File: src/rtl/core/uule_pkg.sv
// shared constants, types and helper function of the uuencode line encoder
package uule_pkg;

    localparam int unsigned LINE_BYTES = 45;
    localparam int unsigned MAX_CHARS = 7;
    localparam int unsigned CNT_W = $clog2(MAX_CHARS + 1);

    localparam logic [15:0] BLOCK_BYTES_RST = 16'd512;
    localparam logic [6:0] CHAR_ZERO = 7'h60;
    localparam logic [6:0] CHAR_OFFSET = 7'h20;
    localparam logic [6:0] CHAR_CR = 7'h0d;
    localparam logic [6:0] CHAR_LF = 7'h0a;

    // characters caused by one data byte, oldest in slot 0
    typedef struct packed {
        logic [MAX_CHARS-1:0][6:0] chars;
        logic [CNT_W-1:0]          count;
        logic                      done;
        logic [23:0]               sum;
    } t_burst;

    // six bits to one printable character, zero goes out as a backtick
    function automatic logic [6:0] enc6(input logic [5:0] v);
        logic [6:0] ch;
        ch = (v == 6'd0) ? CHAR_ZERO : ({1'b0, v} + CHAR_OFFSET);
        return ch;
    endfunction

endpackage

File: src/rtl/core/uule_byte_if.sv
// input channel: one raw data byte per beat
interface uule_byte_if;
    logic       valid;
    logic       ready;
    logic [7:0] data_byte;

    modport source (output valid, output data_byte, input ready);
    modport sink (input valid, input data_byte, output ready);
endinterface

File: src/rtl/core/uule_char_if.sv
// output channel: one encoded character per beat
interface uule_char_if;
    logic        valid;
    logic        ready;
    logic [6:0]  out_char;
    logic        last_of_run;
    logic        block_done;
    logic [23:0] byte_sum;

    modport source (output valid, output out_char, output last_of_run,
                    output block_done, output byte_sum, input ready);
    modport sink (input valid, input out_char, input last_of_run,
                  input block_done, input byte_sum, output ready);
endinterface

File: src/rtl/core/uuencode_line_encoder.sv
// top level of the uuencode line encoder
//
//  channel   dir  handshake      payload
//  i_byte    in   valid/ready    data_byte[7:0]
//  o_char    out  valid/ready    out_char[6:0], last_of_run, block_done, byte_sum[23:0]
//  i_cfg     in   write enable   i_cfg_wdata[15:0] = block_bytes
//
//  a byte waits in the input register until it can move on, then its 0 to 7 characters are built
//  in one pass and loaded into the result register, which sends one char per beat
//  a byte is taken every cycle while bursts are empty; otherwise the next byte waits until
//  the single result register is empty or on its last beat
//  reset is synchronous active low; block_bytes returns to 512 and no block is open
//  a stalled output holds its char; the input register keeps one byte in reserve
module uuencode_line_encoder (
    input  logic        i_clk,
    input  logic        i_rst_n,
    input  logic        i_cfg_we,
    input  logic [15:0] i_cfg_wdata,
    uule_byte_if.sink   i_byte,
    uule_char_if.source o_char
);

    // block length register, sampled when a block's first byte is processed
    logic [15:0] r_block_bytes;

    // input register
    logic        r_in_valid;
    logic [7:0]  r_in_byte;

    logic             w_free;
    logic             w_move;
    logic             w_load;
    uule_pkg::t_burst w_burst;

    always_ff @(posedge i_clk) begin
        if (!i_rst_n) begin
            r_block_bytes <= uule_pkg::BLOCK_BYTES_RST;
        end else if (i_cfg_we) begin
            r_block_bytes <= i_cfg_wdata;
        end
    end

    // the held byte moves on once the result register is empty or on its last beat
    assign w_move       = r_in_valid && w_free;
    assign i_byte.ready = !r_in_valid || w_free;
    // bytes that complete nothing only update the state
    assign w_load       = w_move && (w_burst.count != uule_pkg::CNT_W'(0));

    always_ff @(posedge i_clk) begin
        if (!i_rst_n) begin
            r_in_valid <= 1'b0;
        end else if (i_byte.valid && i_byte.ready) begin
            r_in_valid <= 1'b1;
        end else if (w_move) begin
            r_in_valid <= 1'b0;
        end
    end

    always_ff @(posedge i_clk) begin
        if (i_byte.valid && i_byte.ready) begin
            r_in_byte <= i_byte.data_byte;
        end
    end

    // state update and character building
    uule_step u_step (
        .i_clk         (i_clk),
        .i_rst_n       (i_rst_n),
        .i_move        (w_move),
        .i_byte        (r_in_byte),
        .i_block_bytes (r_block_bytes),
        .o_burst       (w_burst)
    );

    // result register and character sequencing
    uule_emit u_emit (
        .i_clk   (i_clk),
        .i_rst_n (i_rst_n),
        .i_load  (w_load),
        .i_burst (w_burst),
        .o_free  (w_free),
        .o_char  (o_char)
    );

    // end of block always closes the run of its byte
    a_done_last : assert property (@(posedge i_clk) disable iff (!i_rst_n)
        o_char.valid && o_char.block_done |-> o_char.last_of_run)
        else $error("block_done without last_of_run");

    // the sum is only shown on the final character of a block
    a_sum_zero : assert property (@(posedge i_clk) disable iff (!i_rst_n)
        o_char.valid && !o_char.block_done |-> o_char.byte_sum == 24'd0)
        else $error("byte_sum nonzero outside block end");

    // a held byte that cannot move stays put
    a_in_hold : assert property (@(posedge i_clk) disable iff (!i_rst_n)
        r_in_valid && !w_move |=> r_in_valid && $stable(r_in_byte))
        else $error("input register lost a byte");

    // a new burst is only loaded when the previous one is gone or finishing
    a_load_free : assert property (@(posedge i_clk) disable iff (!i_rst_n)
        o_char.valid && !o_char.last_of_run |-> !w_load)
        else $error("burst overwritten");

endmodule

File: src/rtl/core/uule_step.sv
// encoder state and the per-byte character burst
module uule_step (
    input  logic                i_clk,
    input  logic                i_rst_n,
    input  logic                i_move,
    input  logic [7:0]          i_byte,
    input  logic [15:0]         i_block_bytes,
    output uule_pkg::t_burst    o_burst
);

    logic [15:0] r_held, n_held;
    logic [1:0]  r_gp, n_gp;
    logic [5:0]  r_lp, n_lp;
    logic [15:0] r_left, n_left;
    logic [23:0] r_sum, n_sum;

    logic [15:0] w_held0, w_left0, w_left1;
    logic [1:0]  w_gp0, w_gp1;
    logic [5:0]  w_lp0, w_lp1, w_len;
    logic [23:0] w_sum0, w_sum1;
    logic        w_open, w_block_end, w_line_end, w_emit;
    logic [7:0]  w_a, w_b, w_c;
    logic [6:0]  w_lenc, w_d0, w_d1, w_d2, w_d3;

    always_comb begin
        // a new block starts when nothing is left of the previous one
        if (r_left == 16'd0) begin
            w_left0 = (i_block_bytes != 16'd0) ? i_block_bytes : 16'd1;
            w_sum0  = 24'd0;
            w_lp0   = 6'd0;
            w_gp0   = 2'd0;
            w_held0 = 16'd0;
        end else begin
            w_left0 = r_left;
            w_sum0  = r_sum;
            w_lp0   = r_lp;
            w_gp0   = r_gp;
            w_held0 = r_held;
        end

        w_open = (w_lp0 == 6'd0) && (w_gp0 == 2'd0);
        w_len  = (w_left0 < 16'(uule_pkg::LINE_BYTES)) ? w_left0[5:0]
                                                        : 6'(uule_pkg::LINE_BYTES);

        w_sum1  = w_sum0 + {16'd0, i_byte};
        w_left1 = w_left0 - 16'd1;
        w_lp1   = w_lp0 + 6'd1;
        w_gp1   = w_gp0 + 2'd1;

        w_block_end = (w_left1 == 16'd0);
        w_line_end  = w_block_end || (w_lp1 >= 6'(uule_pkg::LINE_BYTES));
        w_emit      = (w_gp1 == 2'd3) || w_line_end;

        case (w_gp1)
            2'd1: begin
                w_a = i_byte;
                w_b = 8'd0;
                w_c = 8'd0;
            end
            2'd2: begin
                w_a = w_held0[15:8];
                w_b = i_byte;
                w_c = 8'd0;
            end
            default: begin
                w_a = w_held0[15:8];
                w_b = w_held0[7:0];
                w_c = i_byte;
            end
        endcase

        w_lenc = uule_pkg::enc6(w_len);
        w_d0   = uule_pkg::enc6(w_a[7:2]);
        w_d1   = uule_pkg::enc6({w_a[1:0], w_b[7:4]});
        w_d2   = uule_pkg::enc6({w_b[3:0], w_c[7:6]});
        w_d3   = uule_pkg::enc6(w_c[5:0]);

        // slot order: length char if the line opens, then data, then cr lf
        if (w_open) begin
            o_burst.chars = {uule_pkg::CHAR_LF, uule_pkg::CHAR_CR,
                             w_d3, w_d2, w_d1, w_d0, w_lenc};
        end else begin
            o_burst.chars = {uule_pkg::CHAR_LF, uule_pkg::CHAR_LF, uule_pkg::CHAR_CR,
                             w_d3, w_d2, w_d1, w_d0};
        end
        o_burst.count = (w_open ? uule_pkg::CNT_W'(1) : uule_pkg::CNT_W'(0))
                      + (w_emit ? uule_pkg::CNT_W'(4) : uule_pkg::CNT_W'(0))
                      + (w_line_end ? uule_pkg::CNT_W'(2) : uule_pkg::CNT_W'(0));
        o_burst.done  = w_block_end;
        o_burst.sum   = w_block_end ? w_sum1 : 24'd0;

        n_left = w_left1;
        n_sum  = w_block_end ? 24'd0 : w_sum1;
        n_lp   = w_line_end ? 6'd0 : w_lp1;
        n_gp   = w_emit ? 2'd0 : w_gp1;
        if (w_emit) begin
            n_held = 16'd0;
        end else if (w_gp1 == 2'd1) begin
            n_held = {i_byte, 8'd0};
        end else begin
            n_held = {w_held0[15:8], i_byte};
        end
    end

    always_ff @(posedge i_clk) begin
        if (!i_rst_n) begin
            r_held <= 16'd0;
            r_gp   <= 2'd0;
            r_lp   <= 6'd0;
            r_left <= 16'd0;
            r_sum  <= 24'd0;
        end else if (i_move) begin
            r_held <= n_held;
            r_gp   <= n_gp;
            r_lp   <= n_lp;
            r_left <= n_left;
            r_sum  <= n_sum;
        end
    end

endmodule

File: src/rtl/core/uule_emit.sv
// result register: sends a burst one character per beat
module uule_emit (
    input  logic                i_clk,
    input  logic                i_rst_n,
    input  logic                i_load,
    input  uule_pkg::t_burst    i_burst,
    output logic                o_free,
    uule_char_if.source         o_char
);

    logic [uule_pkg::MAX_CHARS-1:0][6:0] r_chars;
    logic [uule_pkg::CNT_W-1:0]          r_cnt;
    logic                                r_done;
    logic [23:0]                         r_sum;
    logic                                w_last, w_beat;

    assign w_last = (r_cnt == uule_pkg::CNT_W'(1));
    assign w_beat = o_char.valid && o_char.ready;
    assign o_free = (r_cnt == uule_pkg::CNT_W'(0)) || (w_last && o_char.ready);

    assign o_char.valid       = (r_cnt != uule_pkg::CNT_W'(0));
    assign o_char.out_char    = r_chars[0];
    assign o_char.last_of_run = w_last;
    assign o_char.block_done  = w_last && r_done;
    assign o_char.byte_sum    = (w_last && r_done) ? r_sum : 24'd0;

    always_ff @(posedge i_clk) begin
        if (!i_rst_n) begin
            r_cnt <= '0;
        end else if (i_load) begin
            r_cnt <= i_burst.count;
        end else if (w_beat) begin
            r_cnt <= r_cnt - uule_pkg::CNT_W'(1);
        end
    end

    always_ff @(posedge i_clk) begin
        if (i_load) begin
            r_chars <= i_burst.chars;
            r_done  <= i_burst.done;
            r_sum   <= i_burst.sum;
        end else if (w_beat) begin
            r_chars <= {7'd0, r_chars[uule_pkg::MAX_CHARS-1:1]};
        end
    end

endmodule
File: src/flat_wrapper.sv
// flat-port wrapper written by rule: the top's interface ports become plain ports
module uuencode_line_encoder_flat 
  (i_clk, i_rst_n, i_cfg_we, i_cfg_wdata, i_byte_valid, i_byte_data_byte, i_byte_ready, o_char_valid, o_char_out_char, o_char_last_of_run, o_char_block_done, o_char_byte_sum, o_char_ready);
  uule_byte_if i_byte_i ();
  uule_char_if o_char_i ();
  input  logic i_clk;
  input  logic i_rst_n;
  input  logic i_cfg_we;
  input  logic [15:0] i_cfg_wdata;
  input wire logic [$bits(i_byte_i.valid)-1:0] i_byte_valid;
  input wire logic [$bits(i_byte_i.data_byte)-1:0] i_byte_data_byte;
  output wire logic [$bits(i_byte_i.ready)-1:0] i_byte_ready;
  output wire logic [$bits(o_char_i.valid)-1:0] o_char_valid;
  output wire logic [$bits(o_char_i.out_char)-1:0] o_char_out_char;
  output wire logic [$bits(o_char_i.last_of_run)-1:0] o_char_last_of_run;
  output wire logic [$bits(o_char_i.block_done)-1:0] o_char_block_done;
  output wire logic [$bits(o_char_i.byte_sum)-1:0] o_char_byte_sum;
  input wire logic [$bits(o_char_i.ready)-1:0] o_char_ready;
  assign i_byte_i.valid = i_byte_valid;
  assign i_byte_i.data_byte = i_byte_data_byte;
  assign i_byte_ready = i_byte_i.ready;
  assign o_char_valid = o_char_i.valid;
  assign o_char_out_char = o_char_i.out_char;
  assign o_char_last_of_run = o_char_i.last_of_run;
  assign o_char_block_done = o_char_i.block_done;
  assign o_char_byte_sum = o_char_i.byte_sum;
  assign o_char_i.ready = o_char_ready;
  uuencode_line_encoder u_core (.i_clk(i_clk), .i_rst_n(i_rst_n), .i_cfg_we(i_cfg_we), .i_cfg_wdata(i_cfg_wdata), .i_byte(i_byte_i), .o_char(o_char_i));
endmodule
File: config.mk
export PLATFORM = sky130hd
export DESIGN_NAME = uuencode_line_encoder_flat
export DESIGN_NICKNAME = d
export VERILOG_FILES = /design/src/rtl/core/uule_pkg.sv /design/src/rtl/core/uule_byte_if.sv /design/src/rtl/core/uule_char_if.sv /design/src/rtl/core/uuencode_line_encoder.sv /design/src/rtl/core/uule_step.sv /design/src/rtl/core/uule_emit.sv /design/src/flat_wrapper.sv
export SDC_FILE = /design/constraint.sdc
export NUM_CORES = 1
export LEC_CHECK = 0
export BUFFER_PORTS_ARGS = -buffer_cell sky130_fd_sc_hd__clkbuf_2
export CAP_MARGIN = 40
export CORE_UTILIZATION = 40
export CTS_BUF_LIST = sky130_fd_sc_hd__clkbuf_8
export DETAILED_ROUTE_END_ITERATION = 7
export PLACE_DENSITY = 0.62
export REMOVE_ABC_BUFFERS = 1
export SKIP_LAST_GASP = 1
export SYNTH_ARGS = -nofsm -noshare
export SYNTH_HDL_FRONTEND = slang
export SYNTH_SLANG_ARGS = --single-unit
File: constraint.sdc
create_clock -name i_clk -period 4.75 [get_ports i_clk]
set_input_delay 0.2375 -clock i_clk [delete_from_list [all_inputs] [get_ports i_clk]]
set_output_delay 0.2375 -clock i_clk [all_outputs]
set_load 0.02 [all_outputs]
==> metrics.yaml <==
seqPwrFrac_pct: 30.6
grt_pass1_vias: 6515
fin_area_sq_mm: 0.00947
maxClockFrequency_ghz: 0.228
drive_gt1_share_pct: 13.3
p_sw_share_pct: 46.7
yosys_register_bits: 156
finalSetupViolCount: 0
switchingPower_mw: 3.39
cts_sinks: 156
gp_congestion: 0.894
vias_per_cell: 5.57
overflow: 0
yosysWarnings: 0
max_cap_viol_count: 0
p_total_mw: 7.26
grt_max_degree: 60
n_antenna_cell: 0
hpwl_microns: 14400
vias: 6928
placed_area_sq_mm: 0.00894
fp-row-count: 52
reg2reg_depth: 14
power.share.combinational_pct: 56.1
cts_buffer_depth: 2
grt.total_usage_pct: 20.4
routed_wl_microns: 21400
synth_cell_type_count: 72
p_leak_nw: 3.75
netlist_area_sq_mm: 0.00841
cp_max_fo: 16
post-route-drc-count: 0
async_reset_ff_share_pct: 0
rsz0062_at_grt: "no"
hold_viol: 0
antenna_found_initial: 0
crit_type: "reg -> reg"
mostFrequentLayoutCells: "nand2_1, nor2_1, dfxtp_1"
wl_per_cell_microns: 17.2
finish.utilization_pct: 46.3
dieArea_sq_mm: 0.0216
cts_root_buf: "clkbuf_8"
cp-start-kind: "flip-flop"
r2r-end: "u_core.u_emit.o_char.out_char[2]$_DFFE_PP_"
first_pass_iters: 5
htree_levels: 4
areaGrowthSynthToFinish_pct: 12.5
cts_setup_buffers: 0
rrSetupSlack_ns: 0.37
synth_edf_count: 72
cts_buffers: 17
place_ws_ns: 0.482
p_per_area_mw_per_mm2: 767
io_buffers: 63
clock_skew_ns: 0.0173
fin_ws_ns: 0.373
die_x_microns: 147
start_util_pct: 41.2
slew_viol_final: 0
grt_pass1_wl_microns: 34900
drtIter0Drc: 582
crit_required_ns: 5.07
ios: 64
core_area_sq_mm: 0.0204
fin_crit_sh_pct: 92.2
synth-main-ff-cell: "dfxtp_1"
synthCells: 911
vdd_ir_drop_max_mv: 0.418
worstHoldStart: "i_cfg_wdata[6]"
timing.slew.headroom_pct: 40.2
p_int_mw: 3.87
tightest_slew_ns: 0.890
cts_tree: "done"
path_clk_slew_ns: 0.08
syn_area_per_cell_sq_um: 9.23
pwr-share-clk_pct: 13.3
ys_seq_area_share_pct: 45.7
insertion_delay_ns: 0.46
worstHoldPathType: "in -> reg"
antenna_left: 0
timing.rr.start: "u_core.u_step.r_left[3]$_SDFFE_PN0P_"
post-route-min-period_ns: 4.38
worstHoldEndpoint: "u_core.r_block_bytes[6]$_SDFFE_PN0P_"
status: "finished clean"
nNetsFinal: 1011
cts_resized: 0
die-height_microns: 147
hold_depth: 3
cp.arrival_ns: 4.70
end_kind: "flip-flop"
-- flip-flops by register name, indices dropped and copies added, names as in the netlist, 3 cells and up --
name	flops
u_core.r_in_byte	8
u_core.u_step.r_lp	6
u_core.u_emit.r_chars	32
u_core.r_block_bytes	16
u_core.u_emit.r_cnt	3
u_core.u_emit.o_char.out_char	7
u_core.u_step.r_left	16
u_core.u_emit.r_sum	24
u_core.u_step.r_held	16
u_core.u_step.r_sum	24
-- cell families (layout without fill, tap and decap cells) --
| logic type | after synthesis | in the layout | synth area share [%] |
|---|---|---|---|
| AND/OR/NAND/NOR | 379 | 379 | 23.4 |
| AO/OA/AOI/OAI | 211 | 211 | 17.0 |
| flip-flops | 156 | 156 | 45.7 |
| buffers and inverters | 87 | 150 | 4.40 |
| XOR/XNOR | 35 | 35 | 3.64 |
| multiplexers | 22 | 22 | 2.65 |
| adder cells (fa/ha/maj) | 21 | 21 | 3.21 |
-- power groups by stage --
stage	Combinational [mW]	Clock, mW	Sequential (mW)
2_1_floorplan	2.75	0	2.21
3_3_place_gp	4.02	0	2.24
3_5_place_dp	4.02	0	2.25
4_1_cts	4.05	0.992	2.22
5_1_grt	4.51	1.04	2.27
6_report	4.07	0.965	2.22
-- routing by layer --
layer	global-route usage, %	part of all wire, %	wire (microns)	vias up
met4	5.21	0.92	197	0
met2	33.1	46	9880	167
met3	3.48	4.2	904	16
li1	-	-	-	3437
met5	0	0	0	-
met1	28.1	49	10400	3308
-- synthesized netlist by cell type (5+ instances only) --
cell      count  area share [%]
a221o_1      13             1.5
xor2_1       17             1.8
o21ai_1      13            0.77
mux2i_1      20             2.4
a31oi_1       7            0.52
clkbuf_1     43             1.9
buf_4         9            0.80
inv_1        17            0.76
or4_1         6            0.54
and4_1        7            0.73
a22o_1       16             1.7
nand2_1      96             4.3
edfxtp_1     72              26
nand4_1      13            0.97
and2_1       18             1.3
ha_1         20             3.0
o211ai_1      8            0.71
o21ai_0      31             1.8
xnor2_1      18             1.9
nand2b_1      9            0.67
buf_1         7            0.31
nand3_1      26             1.5
a21o_1        7            0.62
a22oi_1      10            0.89
nor2_1       96             4.3
nor4b_1       5            0.52
buf_2         8            0.48
nor2b_1       5            0.37
nor3_1       15            0.89
and3_1       45             3.3
or3_1        13            0.97
dfxtp_1      84              20
a21oi_1      61             3.6
-- what timing repair did --
action                                  CTS  global route
endpoints found under the setup margin    0             0
hold buffers                             15             0
hold endpoints to repair                 15             0
-- final cells by class --
cell class              count  area (sq um)
well taps                 270           338
inverters                  20          75.1
repair buffers             98           632
multi-input cells         668          4210
clock inverters            15           136
fillers                  2019         11000
clock buffers              17           234
flip-flops and latches    156          3840
-- metrics by stage --
| stage | TNS [ns] | hold slack (ns) | cells |
|---|---|---|---|
| 2_1_floorplan | -22.62 | 0.299 | 844 |
| 3_3_place_gp | 0 | 0.415 | 1196 |
| 3_5_place_dp | 0 | 0.417 | 1197 |
| 4_1_cts | 0 | 0.000768 | 1244 |
| 5_1_grt | 0 | 0.0199 | 1244 |
| 6_report | 0 | 0.0290 | 1244 |
-- critical path, stage by stage, from the launching register on --
cell and delay [ns]:
dfxtp_1 0.62, nor4_4 0.14, and4_1 0.24, buf_4 0.18, a21oi_1 0.29, ha_1 0.42, and3_1 0.24, o21ai_1 0.13
or3_1 0.41, a22oi_1 0.16, and4_1 0.33, buf_4 0.28, o21ai_1 0.19, nor2_2 0.39, a221o_1 0.22
-- how the worst max path moves through the flow --
stage / start / end / slack, ns
final: u_core.u_step.r_left[3]$_SDFFE_PN0P_ / u_core.u_emit.o_char.out_char[2]$_DFFE_PP_ / 0.37
after global routing: u_core.u_step.r_left[3]$_SDFFE_PN0P_ / u_core.u_emit.o_char.out_char[2]$_DFFE_PP_ / 0.06
after CTS: u_core.u_step.r_left[3]$_SDFFE_PN0P_ / u_core.u_emit.o_char.out_char[2]$_DFFE_PP_ / 0.45
after detailed placement: u_core.u_step.r_left[3]$_SDFFE_PN0P_ / u_core.u_emit.o_char.out_char[2]$_DFFE_PP_ / 0.48
after global placement: u_core.u_step.r_left[3]$_SDFFE_PN0P_ / u_core.u_emit.o_char.out_char[3]$_DFFE_PP_ / 0.61
after floorplan: u_core.u_step.r_left[2]$_SDFFE_PN0P_ / u_core.u_emit.o_char.out_char[0]$_DFFE_PP_ / -0.58
Power figures use the tool's default switching activity.
